## src/assert_macros.svh

```systemverilog
// ----------------------------------------------------------------------------
// assert_macros.svh
// Concurrent assertion macros, empty when SYNTH is defined
// ----------------------------------------------------------------------------
`ifndef ASSERT_MACROS_SVH
`define ASSERT_MACROS_SVH

`ifndef SYNTH

// property must hold at every clock edge outside reset
`define ASSERT_ALWAYS(lbl, clk, rst_n, prop) \
    lbl: assert property (@(posedge clk) disable iff (!rst_n) (prop)) \
        else $error("assertion failed");

// expression must never be true outside reset
`define ASSERT_NEVER(lbl, clk, rst_n, expr) \
    lbl: assert property (@(posedge clk) disable iff (!rst_n) !(expr)) \
        else $error("forbidden condition seen");

`else

`define ASSERT_ALWAYS(lbl, clk, rst_n, prop)
`define ASSERT_NEVER(lbl, clk, rst_n, expr)

`endif

`endif

```

## src/whcp_pkg.sv

```systemverilog
// ----------------------------------------------------------------------------
// whcp_pkg
// Shared types and constants of the wave header chunk parser
// ----------------------------------------------------------------------------
`timescale 1ns / 1ps

package whcp_pkg;

    localparam logic [31:0] TAG_RIFF = 32'h4646_4952;
    localparam logic [31:0] TAG_WAVE = 32'h4556_4157;
    localparam logic [31:0] TAG_FMT  = 32'h2074_6D66;
    localparam logic [31:0] TAG_DATA = 32'h6174_6164;
    localparam logic [31:0] FMT_LEN  = 32'd16;

    localparam logic [2:0] ST_OK        = 3'd0;
    localparam logic [2:0] ST_NO_RIFF   = 3'd1;
    localparam logic [2:0] ST_NO_WAVE   = 3'd2;
    localparam logic [2:0] ST_TRUNCATED = 3'd3;
    localparam logic [2:0] ST_SHORT_FMT = 3'd4;

    typedef struct packed {
        logic       valid;
        logic [7:0] stream_byte;
        logic       last_byte;
    } t_item;

    typedef struct packed {
        logic        valid;
        logic [2:0]  status;
        logic [15:0] num_channels;
        logic [12:0] sample_bytes;
        logic [31:0] rate_hz;
        logic [31:0] data_offset;
        logic [31:0] data_size;
    } t_result;

endpackage

```

## src/wave_header_chunk_parser.sv

```systemverilog
// ----------------------------------------------------------------------------
// wave_header_chunk_parser
// Byte-stream RIFF/WAVE header parser, reports format and data chunk placement
// ----------------------------------------------------------------------------
// Takes one file byte per cycle and gives at most one result per file: the
// format fields and the data chunk offset and size, or an error status. A
// result is registered after the byte that completes it passes the input
// register and the core; the parser state registers update once per byte,
// so throughput is one byte per clock while the output side keeps up. A stall
// on the output holds the whole pipe only while a result waits there.
// ----------------------------------------------------------------------------
`timescale 1ns / 1ps

module wave_header_chunk_parser
    import whcp_pkg::*;
(
    input  logic        i_clk,
    input  logic        i_rst_n,
    input  logic        i_in_valid,
    output logic        o_in_stall,
    input  logic [7:0]  i_stream_byte,
    input  logic        i_last_byte,
    output logic        o_out_valid,
    input  logic        i_out_stall,
    output logic [2:0]  o_status,
    output logic [15:0] o_num_channels,
    output logic [12:0] o_sample_bytes,
    output logic [31:0] o_rate_hz,
    output logic [31:0] o_data_offset,
    output logic [31:0] o_data_size
);

    logic    en;
    t_item   item;
    t_result core_res;
    t_result out_res;

    assign en         = !(out_res.valid && i_out_stall);
    assign o_in_stall = !en;

    whcp_in_stage u_in_stage (
        .i_clk         (i_clk),
        .i_rst_n       (i_rst_n),
        .i_en          (en),
        .i_valid       (i_in_valid),
        .i_stream_byte (i_stream_byte),
        .i_last_byte   (i_last_byte),
        .o_item        (item)
    );

    whcp_core u_core (
        .i_clk    (i_clk),
        .i_rst_n  (i_rst_n),
        .i_en     (en),
        .i_item   (item),
        .o_result (core_res)
    );

    whcp_out_stage u_out_stage (
        .i_clk    (i_clk),
        .i_rst_n  (i_rst_n),
        .i_en     (en),
        .i_result (core_res),
        .o_result (out_res)
    );

    assign o_out_valid    = out_res.valid;
    assign o_status       = out_res.status;
    assign o_num_channels = out_res.num_channels;
    assign o_sample_bytes = out_res.sample_bytes;
    assign o_rate_hz      = out_res.rate_hz;
    assign o_data_offset  = out_res.data_offset;
    assign o_data_size    = out_res.data_size;

endmodule

```

## src/whcp_in_stage.sv

```systemverilog
// ----------------------------------------------------------------------------
// whcp_in_stage
// Input register, loads one transfer per enabled cycle
// ----------------------------------------------------------------------------
`timescale 1ns / 1ps

module whcp_in_stage
    import whcp_pkg::*;
(
    input  logic       i_clk,
    input  logic       i_rst_n,
    input  logic       i_en,
    input  logic       i_valid,
    input  logic [7:0] i_stream_byte,
    input  logic       i_last_byte,
    output t_item      o_item
);

    logic       r_valid;
    logic [7:0] r_byte;
    logic       r_last;

    always_ff @(posedge i_clk) begin
        if (!i_rst_n) begin
            r_valid <= 1'b0;
        end else if (i_en) begin
            r_valid <= i_valid;
        end
    end

    always_ff @(posedge i_clk) begin
        if (i_en && i_valid) begin
            r_byte <= i_stream_byte;
            r_last <= i_last_byte;
        end
    end

    assign o_item.valid       = r_valid;
    assign o_item.stream_byte = r_byte;
    assign o_item.last_byte   = r_last;

endmodule

```

## src/whcp_core.sv

```systemverilog
// ----------------------------------------------------------------------------
// whcp_core
// Parser state and per-byte next-state logic, one byte per enabled cycle
// ----------------------------------------------------------------------------
`timescale 1ns / 1ps
`include "assert_macros.svh"

module whcp_core
    import whcp_pkg::*;
(
    input  logic    i_clk,
    input  logic    i_rst_n,
    input  logic    i_en,
    input  t_item   i_item,
    output t_result o_result
);

    localparam logic [2:0] PH_RIFF  = 3'd0;
    localparam logic [2:0] PH_CHUNK = 3'd1;
    localparam logic [2:0] PH_FMT   = 3'd2;
    localparam logic [2:0] PH_SKIP  = 3'd3;
    localparam logic [2:0] PH_DONE  = 3'd4;

    logic [2:0]  r_phase,  n_phase;
    logic [31:0] r_pos,    n_pos;
    logic [63:0] r_shift,  n_shift;
    logic [3:0]  r_fidx,   n_fidx;
    logic [31:0] r_skip,   n_skip;
    logic [15:0] r_chan,   n_chan;
    logic [15:0] r_bits,   n_bits;
    logic [31:0] r_rate,   n_rate;
    logic [31:0] r_boff,   n_boff;
    logic [31:0] r_bsize,  n_bsize;
    logic        r_fmt,    n_fmt;
    logic        r_data,   n_data;

    logic        step;
    logic [63:0] shifted;
    logic [31:0] pos_inc;
    logic [31:0] hdr_id;
    logic [31:0] hdr_size;
    logic        emit;
    logic [2:0]  emit_status;
    logic        body_start;
    logic [31:0] body_left;
    t_result     res;

    assign step     = i_en && i_item.valid;
    assign shifted  = {i_item.stream_byte, r_shift[63:8]};
    assign pos_inc  = r_pos + 32'd1;
    assign hdr_id   = shifted[31:0];
    assign hdr_size = shifted[63:32];

    always_comb begin
        n_phase     = r_phase;
        n_pos       = r_pos;
        n_shift     = r_shift;
        n_fidx      = r_fidx;
        n_skip      = r_skip;
        n_chan      = r_chan;
        n_bits      = r_bits;
        n_rate      = r_rate;
        n_boff      = r_boff;
        n_bsize     = r_bsize;
        n_fmt       = r_fmt;
        n_data      = r_data;
        emit        = 1'b0;
        emit_status = ST_OK;
        body_start  = 1'b0;
        body_left   = '0;
        res         = '0;

        if (step) begin
            if (r_phase < PH_DONE) begin
                n_pos   = pos_inc;
                n_shift = shifted;
            end

            unique case (r_phase)
                PH_RIFF: begin
                    if (r_fidx == 4'd3 && hdr_size != TAG_RIFF) begin
                        emit        = 1'b1;
                        emit_status = ST_NO_RIFF;
                    end else if (r_fidx == 4'd11) begin
                        n_fidx = '0;
                        if (hdr_size != TAG_WAVE) begin
                            emit        = 1'b1;
                            emit_status = ST_NO_WAVE;
                        end else begin
                            n_phase = PH_CHUNK;
                        end
                    end else begin
                        n_fidx = r_fidx + 4'd1;
                    end
                end
                PH_CHUNK: begin
                    if (r_fidx == 4'd7) begin
                        n_fidx = '0;
                        if (hdr_id == TAG_FMT) begin
                            if (hdr_size < FMT_LEN) begin
                                emit        = 1'b1;
                                emit_status = ST_SHORT_FMT;
                            end else begin
                                n_skip  = hdr_size - FMT_LEN;
                                n_phase = PH_FMT;
                            end
                        end else if (hdr_id == TAG_DATA) begin
                            n_boff  = pos_inc;
                            n_bsize = hdr_size;
                            n_data  = 1'b1;
                            if (r_fmt) begin
                                emit = 1'b1;
                            end else begin
                                body_start = 1'b1;
                                body_left  = hdr_size;
                            end
                        end else begin
                            body_start = 1'b1;
                            body_left  = hdr_size;
                        end
                    end else begin
                        n_fidx = r_fidx + 4'd1;
                    end
                end
                PH_FMT: begin
                    if (r_fidx == 4'd7) begin
                        n_chan = shifted[31:16];
                        n_rate = shifted[63:32];
                        n_fidx = r_fidx + 4'd1;
                    end else if (r_fidx == 4'd15) begin
                        n_bits = shifted[63:48];
                        n_fmt  = 1'b1;
                        n_fidx = '0;
                        if (r_data) begin
                            emit = 1'b1;
                        end else begin
                            body_start = 1'b1;
                            body_left  = r_skip;
                        end
                    end else begin
                        n_fidx = r_fidx + 4'd1;
                    end
                end
                PH_SKIP: begin
                    if (r_skip <= 32'd1) begin
                        n_skip  = '0;
                        n_phase = PH_CHUNK;
                        n_fidx  = '0;
                    end else begin
                        n_skip = r_skip - 32'd1;
                    end
                end
                default: begin
                end
            endcase

            if (body_start) begin
                if (body_left == '0) begin
                    n_phase = PH_CHUNK;
                    n_fidx  = '0;
                end else begin
                    n_skip  = body_left;
                    n_phase = PH_SKIP;
                end
            end

            if (emit) begin
                n_phase    = PH_DONE;
                res.valid  = 1'b1;
                res.status = emit_status;
                if (emit_status == ST_OK) begin
                    res.num_channels = n_chan;
                    res.sample_bytes = n_bits[15:3];
                    res.rate_hz      = n_rate;
                    res.data_offset  = n_boff;
                    res.data_size    = n_bsize;
                end
            end

            if (i_item.last_byte) begin
                if (!emit && n_phase < PH_DONE) begin
                    res.valid  = 1'b1;
                    res.status = ST_TRUNCATED;
                end
                n_phase = PH_RIFF;
                n_pos   = '0;
                n_shift = '0;
                n_fidx  = '0;
                n_skip  = '0;
                n_chan  = '0;
                n_bits  = '0;
                n_rate  = '0;
                n_boff  = '0;
                n_bsize = '0;
                n_fmt   = 1'b0;
                n_data  = 1'b0;
            end
        end
    end

    always_ff @(posedge i_clk) begin
        if (!i_rst_n) begin
            r_phase <= PH_RIFF;
            r_pos   <= '0;
            r_shift <= '0;
            r_fidx  <= '0;
            r_skip  <= '0;
            r_chan  <= '0;
            r_bits  <= '0;
            r_rate  <= '0;
            r_boff  <= '0;
            r_bsize <= '0;
            r_fmt   <= 1'b0;
            r_data  <= 1'b0;
        end else begin
            r_phase <= n_phase;
            r_pos   <= n_pos;
            r_shift <= n_shift;
            r_fidx  <= n_fidx;
            r_skip  <= n_skip;
            r_chan  <= n_chan;
            r_bits  <= n_bits;
            r_rate  <= n_rate;
            r_boff  <= n_boff;
            r_bsize <= n_bsize;
            r_fmt   <= n_fmt;
            r_data  <= n_data;
        end
    end

    assign o_result = res;

    `ASSERT_ALWAYS(a_done_after_result, i_clk, i_rst_n, step && res.valid && !i_item.last_byte |=> r_phase == PH_DONE)
    `ASSERT_ALWAYS(a_rearm_on_last, i_clk, i_rst_n, step && i_item.last_byte |=> r_phase == PH_RIFF && r_fidx == 4'd0 && !r_fmt && !r_data)
    `ASSERT_NEVER(a_error_fields_zero, i_clk, i_rst_n, res.valid && res.status != ST_OK && (res.rate_hz != '0 || res.data_size != '0 || res.num_channels != '0))
    `ASSERT_NEVER(a_no_result_when_done, i_clk, i_rst_n, step && r_phase == PH_DONE && res.valid)

endmodule

```

## src/whcp_out_stage.sv

```systemverilog
// ----------------------------------------------------------------------------
// whcp_out_stage
// Result register, holds a result until its transfer completes
// ----------------------------------------------------------------------------
`timescale 1ns / 1ps

module whcp_out_stage
    import whcp_pkg::*;
(
    input  logic    i_clk,
    input  logic    i_rst_n,
    input  logic    i_en,
    input  t_result i_result,
    output t_result o_result
);

    logic    r_valid;
    t_result r_data;

    always_ff @(posedge i_clk) begin
        if (!i_rst_n) begin
            r_valid <= 1'b0;
        end else if (i_en) begin
            r_valid <= i_result.valid;
        end
    end

    always_ff @(posedge i_clk) begin
        if (i_en && i_result.valid) begin
            r_data <= i_result;
        end
    end

    always_comb begin
        o_result       = r_data;
        o_result.valid = r_valid;
    end

endmodule
```

## config.mk

```make
export PLATFORM = sky130hd
export DESIGN_NAME = wave_header_chunk_parser
export DESIGN_NICKNAME = d
export VERILOG_FILES = /design/src/whcp_pkg.sv /design/src/wave_header_chunk_parser.sv /design/src/whcp_in_stage.sv /design/src/whcp_core.sv /design/src/whcp_out_stage.sv
export VERILOG_INCLUDE_DIRS = /design/src /design/src/src
export SDC_FILE = /design/constraint.sdc
export NUM_CORES = 1
export LEC_CHECK = 0
export BUFFER_PORTS_ARGS = -buffer_cell sky130_fd_sc_hd__buf_2
export CAP_MARGIN = 10
export CELL_PAD_IN_SITES_DETAIL_PLACEMENT = 0
export CELL_PAD_IN_SITES_GLOBAL_PLACEMENT = 2
export CORE_UTILIZATION = 39
export CTS_BUF_LIST = sky130_fd_sc_hd__clkbuf_2
export DETAILED_ROUTE_END_ITERATION = 10
export PLACE_DENSITY = 0.85
export SYNTH_ARGS = -nofsm -noshare
export SYNTH_HDL_FRONTEND = slang
export SYNTH_SLANG_ARGS = --single-unit
```

## constraint.sdc

```tcl
create_clock -name i_clk -period 10.6 [get_ports i_clk]
set_input_delay 0.53 -clock i_clk [delete_from_list [all_inputs] [get_ports i_clk]]
set_output_delay 0.53 -clock i_clk [all_outputs]
set_load 0.01 [all_outputs]
```

==> results of run 1 <==
registers in the layout, indices dropped and copies added, names as in the netlist:
name	count
u_core.r_bits	13
u_core.r_boff	32
u_core.r_bsize	32
u_core.r_chan	16
u_core.r_data	1
u_core.r_fidx	4
u_core.r_fmt	1
u_core.r_phase	3
u_core.r_pos	32
u_core.r_rate	32
u_core.r_shift	56
u_core.r_skip	32
u_in_stage.r_byte	8
u_in_stage.r_last	1
u_in_stage.r_valid	1
u_out_stage.o_result	128
u_out_stage.r_valid	1
worst max-delay path by stage:
| stage | endpoint | slack, ns | cells after the start |
|---|---|---|---|
| global route | u_out_stage.o_result[7]$_SDFFCE_PN0P_ | 5.36 | 7 |
| CTS | u_out_stage.o_result[7]$_SDFFCE_PN0P_ | 5.69 | 7 |
| detailed placement | u_out_stage.o_result[7]$_SDFFCE_PN0P_ | 5.76 | 7 |
| finish | u_out_stage.o_result[7]$_SDFFCE_PN0P_ | 5.71 | 7 |
| floorplan | u_out_stage.o_result[0]$_SDFFCE_PN0P_ | 1.68 | 9 |
| global placement | u_out_stage.o_result[7]$_SDFFCE_PN0P_ | 5.86 | 7 |
power by group:
| part | switching, mW | internal (mW) | leakage, nW |
|---|---|---|---|
| logic | 0.0980 | 0.0374 | 2.64 |
| registers | 0.0201 | 1.58 | 3.17 |
| clock network | 0.656 | 0.443 | 0.732 |
| total | 0.774 | 2.06 | 6.54 |
cell usage after synthesis (4+ instances only):
library cell	count	area share (%)
xnor2_1	29	1.4
xor2_1	29	1.4
or3_1	7	0.25
dfxtp_1	256	29
o211a_1	5	0.28
inv_1	16	0.34
buf_2	8	0.22
nor4bb_1	7	0.39
clkbuf_1	157	3.3
buf_1	6	0.13
nor3_1	56	1.6
o21a_1	5	0.21
and2_1	13	0.46
a22oi_1	198	8.3
nor2_1	315	6.6
a221oi_1	5	0.25
ha_1	6	0.42
a22o_1	12	0.59
a311oi_1	4	0.20
a21o_1	10	0.42
and4_1	4	0.20
nor4_1	23	0.81
nand2_1	273	5.8
o21ai_1	17	0.48
a221o_1	12	0.67
a211oi_1	26	1.1
nand3_1	26	0.73
nand4b_1	4	0.20
edfxtp_1	137	23
nand4_1	15	0.53
o21ai_0	61	1.7
o22ai_1	5	0.18
nand3b_1	4	0.17
nand2b_1	4	0.14
a21oi_1	154	4.3
a31oi_1	6	0.21
nor2b_1	16	0.56
and3_1	5	0.18
or4_1	16	0.67
worst reg2reg max path: stages (launching register included):
cell and delay (ns):
dfxtp_1 0.78, nand2_1 0.28, nor2_1 0.93, a22o_1 0.39, nor3b_2 0.13, a21oi_4 0.56, buf_4 0.49, buf_4 0.80
kinds of logic after synthesis:
logic type | share of synthesized area [%]
adders and majority gates | 0.421
muxes | 0.112
DFF | 51.9
AOI/OAI and AO/OA | 20.5
buffers and inverters | 4.14
xor gates and xnor gates | 2.85
and+or+nand+nor | 20.1
final cells by class:
cell class,instances,share of cell area [%]
sequential,393,46.0
multi-input combinational,1420,39.6
timing repair buffer,188,5.44
clock buffer,155,3.87
tap,592,3.69
clock inverter,37,1.05
inverter,16,0.324
antenna,3,0.0374
metal layers:
metal  share of wire [%]  vias up  routed length, µm
met5                   0        -                  0
met2                  48      605              28400
met3                 6.3      117               3760
met4                 2.8        0               1640
li1                    -     7512                  -
met1                  43     7733              25500
==> metrics, run 1 <==
post-cts resize count 0; met2 usage 40.7%; WHS 0.195 ns; CTS Buf Count 102; Slew Limit Fails 0; global-route wire length before repair 90.6 mm; Clock Tree Root clkbuf_2; final setup fails 0; final WL 59.4 mm; max-cap viol count 0; hold path start i_last_byte; crit-path cells nand2_1, nor2_1, a22o_1, nor3b_2, a21oi_4, buf_4, buf_4; r2r endpoint u_out_stage.o_result[7]$_SDFFCE_PN0P_; YS warnings 0; drt wl/cell 21.2 µm; post-synthesis area per instance 8.89 µm²; Post CTS Setup Buffer Count 0; max_slew headroom 13.0%; PortBufs 142; total grt overflow 0; met3 GRT Util 4.82%; setup_tns 0 ns; CP Max Fanout 83; Worst Tran Pin Value 1.30 ns; Top Family by Delay on Critical Path simple AND/OR/NAND/NOR gates; Min-Delay Endpoint u_in_stage.r_last$_DFFE_PP_; count of final hold-check violations 0; FFs w/ async S/R, synth 0%; Post-Syn Area 17,800 µm²; hold_buf cts 14; Critical Path AT 5.58 ns; CP Buf/Inv Count 2; syn nets 2,022; RePlAce Congestion 0.942; CTS tree done; total power draw 2.83 mW; largest net degree at the start of global routing 88; synth-to-layout area growth 12.6%; GRT met1 Usage 32.9%; Antenna Nets Post-Route 0; Peak VDD IR 0.0697 mV; Die Span X 216 µm; full die area 46,500 µm²; Sink Count 393; R2R depth 7; number of global-route vias before repair 15,194; register-to-register setup slack 5.71 ns; cell area after layout 20,100 µm²; io pins 143; Tmin final 4.89 ns; dpl cells 2,595; Worst-Skew Late Latency 1.13 ns; fmax 0.204 GHz; commonest non-fill, non-tap cells in the layout nor2_1, nand2_1, dfxtp_1, a22oi_1, clkbuf_2; FP Rows 77; EDFF count, synth 137; Worst Hold Class in2reg; commonest non-fill, non-tap cell in the layout nor2_1; Max stage delay on crit path 0.93 ns; DRC viols 0; power density cells 141 nW/µm²; Core Area 44,600 µm²; HPWL Detailed 37.1 mm; post-synthesis register bit count 393; Critical Path RT 11.28 ns; H-tree levels 3; Critical Path End Type flip-flop; Lkg Pwr 6.54 nW; sequential area share after synthesis 51.9%; final std cells w/o fill 2,804; Die Height 216 µm; total track usage 25.0%; startpoint types flip-flop; slowest CP cell nor2_1; Core Util, Final 45.0%; initial cell density of the core 39.9%; library cells used by synthesis 75; clock-pin slew on the worst setup and hold paths 0.10 ns; status completed; multi-input logic area 7940 µm²; Primary FF master, synth dfxtp_1; grt peak-use layer met2; Vias/cell 5.69; fillers 4,418; antenna violations before repair 2; Reg-to-Reg Start u_core.r_phase[1]$_SDFFE_PN0P_; Final Cycle Share 46.2%; router iterations before antenna repair 6; Crit Path Category reg2reg; share of cells above drive strength 1 16.3%; register area 9240 µm²; placed inst area 18,900 µm²; worst-case clock buffer depth 3; most used cell, CP buf_4; hold path depth 2; Syn Inst Count 2,003; final net count 2,140; fin worst setup slack 5.71 ns; initial drt markers 1,504; Worst Skew 0.109 ns; Worst Setup SP u_core.r_phase[1]$_SDFFE_PN0P_; Vias 15,967; dpl ws 5.76 ns; RSZ-0062 raised after global routing false
Note: power is estimated with default switching activity, not from simulation.
==> inputs of run 2 (changes only) <==
--- a/config.mk
+++ b/config.mk
@@ -10,10 +10,10 @@
 export CAP_MARGIN = 10
 export CELL_PAD_IN_SITES_DETAIL_PLACEMENT = 0
 export CELL_PAD_IN_SITES_GLOBAL_PLACEMENT = 2
-export CORE_UTILIZATION = 39
+export CORE_UTILIZATION = 35
 export CTS_BUF_LIST = sky130_fd_sc_hd__clkbuf_2
 export DETAILED_ROUTE_END_ITERATION = 10
-export PLACE_DENSITY = 0.85
+export PLACE_DENSITY = 0.8
 export SYNTH_ARGS = -nofsm -noshare
 export SYNTH_HDL_FRONTEND = slang
 export SYNTH_SLANG_ARGS = --single-unit
==> constraint.sdc (replaced) <==
create_clock -name i_clk -period 4.4 [get_ports i_clk]
set_input_delay 0.22 -clock i_clk [delete_from_list [all_inputs] [get_ports i_clk]]
set_output_delay 0.22 -clock i_clk [all_outputs]
set_load 0.01 [all_outputs]
==> run 2 against run 1 <==
Net effect:
- critical path depth unchanged
- cell area increased by 2.6%
- largest power group unchanged
- setup slack got worse by 5.0 ns
- critical endpoint is now u_out_stage.o_result[68]$_SDFFCE_PN0P_
- maximum frequency increased by 31%
- clock skew decreased by 0.013 ns
- via count increased by 2.0%
- die area increased by 11%
- clock power increased by 150%
==> metrics, run 2 (same netlist as run 1, synthesis figures left out) <==
Combinational Power Share 5.2%; fmax 0.268 GHz; DRC viols 0; final WL 61.6 mm; placed inst area 19,300 µm²; setup_tns 0 ns; PortBufs 142; WHS 0.177 ns; CP Max Fanout 83; Vias 16,288; commonest non-fill, non-tap cells in the layout nor2_1, nand2_1, dfxtp_1, a22oi_1, clkbuf_2; clock-pin slew on the worst setup and hold paths 0.12 ns; count of final hold-check violations 0; drt wl/cell 21.0 µm; Core Area 50,200 µm²; Slew Limit Fails 0; max-cap viol count 0; Vias/cell 5.56; status completed; largest net degree at the start of global routing 103; global-route wire length before repair 93.2 mm; crit-path cells or4_1, nor4_1, nand4_1, a21boi_0, nor3b_4, a21oi_4, buf_4; CTS tree done; Internal Power 5.00 mW; Max stage delay on crit path 0.62 ns; Largest register FFs 128; fin worst setup slack 0.673 ns; Die Height 228 µm; Peak VDD IR 0.204 mV; HPWL Detailed 38.8 mm; synth-to-layout area growth 15.6%; commonest non-fill, non-tap cell in the layout nor2_1; dpl cells 2,704; final setup fails 0; full die area 51,800 µm²; cell area after layout 20,600 µm²; Critical Path AT 4.49 ns; final net count 2,184; power density cells 337 nW/µm²; Clock Tree Root clkbuf_2; FP Rows 82; H-tree levels 3; Worst Tran Pin Value 1.27 ns; register area 9240 µm²; startpoint types flip-flop; slowest CP cell edfxtp_1; CTS Buf Count 105; switching power 1.94 mW; share of cells above drive strength 1 17.9%; router iterations before antenna repair 6; multi-input logic area 7970 µm²; dpl ws 0.786 ns; Worst Skew 0.0955 ns; fillers 5,044; Critical Path End Type flip-flop; total power draw 6.94 mW; Clock Power Share 39.4%; Final Cycle Share 84.7%; Flop pwr share 55.4%; initial cell density of the core 35.5%; max_slew headroom 14.3%; Sw Ratio 28.0%; register-to-register setup slack 0.67 ns; Die Span X 228 µm; Core Util, Final 41.0%; io pins 143; Crit Path Category reg2reg; total grt overflow 0; RSZ-0062 raised after global routing false; antenna violations before repair 2; Sink Count 393; total track usage 23.7%; Lkg Pwr 6.78 nW; Post CTS Setup Buffer Count 0; Worst Hold Class in2reg; Antenna Nets Post-Route 0; number of global-route vias before repair 15,509; Tmin final 3.73 ns; Critical Path RT 5.16 ns; Worst-Skew Late Latency 1.19 ns; initial drt markers 1,481; RePlAce Congestion 0.942; final std cells w/o fill 2,930; worst-case clock buffer depth 3
run 2: changes by cell type in the layout (fill, tap and decap cells not counted), moves of 2 or more:
| cell | before | now |
|---|---|---|
| dlygate4sd3_1 | 14 | 26 |
| clkinv_2 | 1 | 9 |
| dfxtp_2 | 0 | 2 |
| clkinv_1 | 30 | 26 |
| buf_4 | 32 | 60 |
| clkbuf_2 | 155 | 157 |
| dfxtp_1 | 256 | 254 |
run 2: worst max-delay path: cells and delay by family, from the launching register on:
family | cells | cell delay (ns)
AOI/OAI and AO/OA | 2 | 0.37
DFF | 1 | 0.62
buffers and inverters | 1 | 0.42
and+or+nand+nor | 4 | 1.83
run 2: timing repair:
| item | 4_1_cts | 5_1_grt |
|---|---|---|
| hold buffers | 26 | 0 |
| setup endpoints to repair | 0 | 0 |
| hold endpoints to repair | 85 | 0 |
| gates resized for setup | 0 | 0 |
run 2: power groups by stage:
| stage | Combinational (mW) | Sequential, mW | Clock [mW] |
|---|---|---|---|
| after global placement | 0.345 | 3.92 | 0 |
| after floorplan | 0.175 | 3.93 | 0 |
| after CTS | 0.363 | 3.84 | 2.81 |
| after detailed placement | 0.344 | 3.92 | 0 |
| final | 0.363 | 3.84 | 2.73 |
| after global routing | 0.390 | 3.85 | 3.00 |
run 2: cell type report:
class / instances / area share (%)
clock buffer: 157 / 3.82
inverter: 16 / 0.316
timing repair buffer: 229 / 7.00
antenna: 3 / 0.0365
multi-input combinational: 1420 / 38.7
clock inverter: 40 / 1.12
tap: 672 / 4.08
sequential: 393 / 44.9
run 2: layer usage:
metal	wire length, µm	GRT usage [%]	vias up
met5	0	0	-
met2	29200	38.5	648
met4	1480	7.95	0
met1	26900	31.2	7912
met3	3990	4.98	118
li1	-	-	7610
run 2: path summary, 6_finish.rpt:
check	startpoint	to	cells past startpoint
max reg2reg	u_in_stage.r_byte[3]$_DFFE_PP_	u_out_stage.o_result[68]$_SDFFCE_PN0P_	7
min	i_out_stall	u_out_stage.r_valid$_SDFFE_PN0N_	4
max	u_in_stage.r_byte[3]$_DFFE_PP_	u_out_stage.o_result[68]$_SDFFCE_PN0P_	7
min reg2reg	u_core.r_boff[22]$_SDFFE_PN0P_	u_core.r_boff[22]$_SDFFE_PN0P_	2
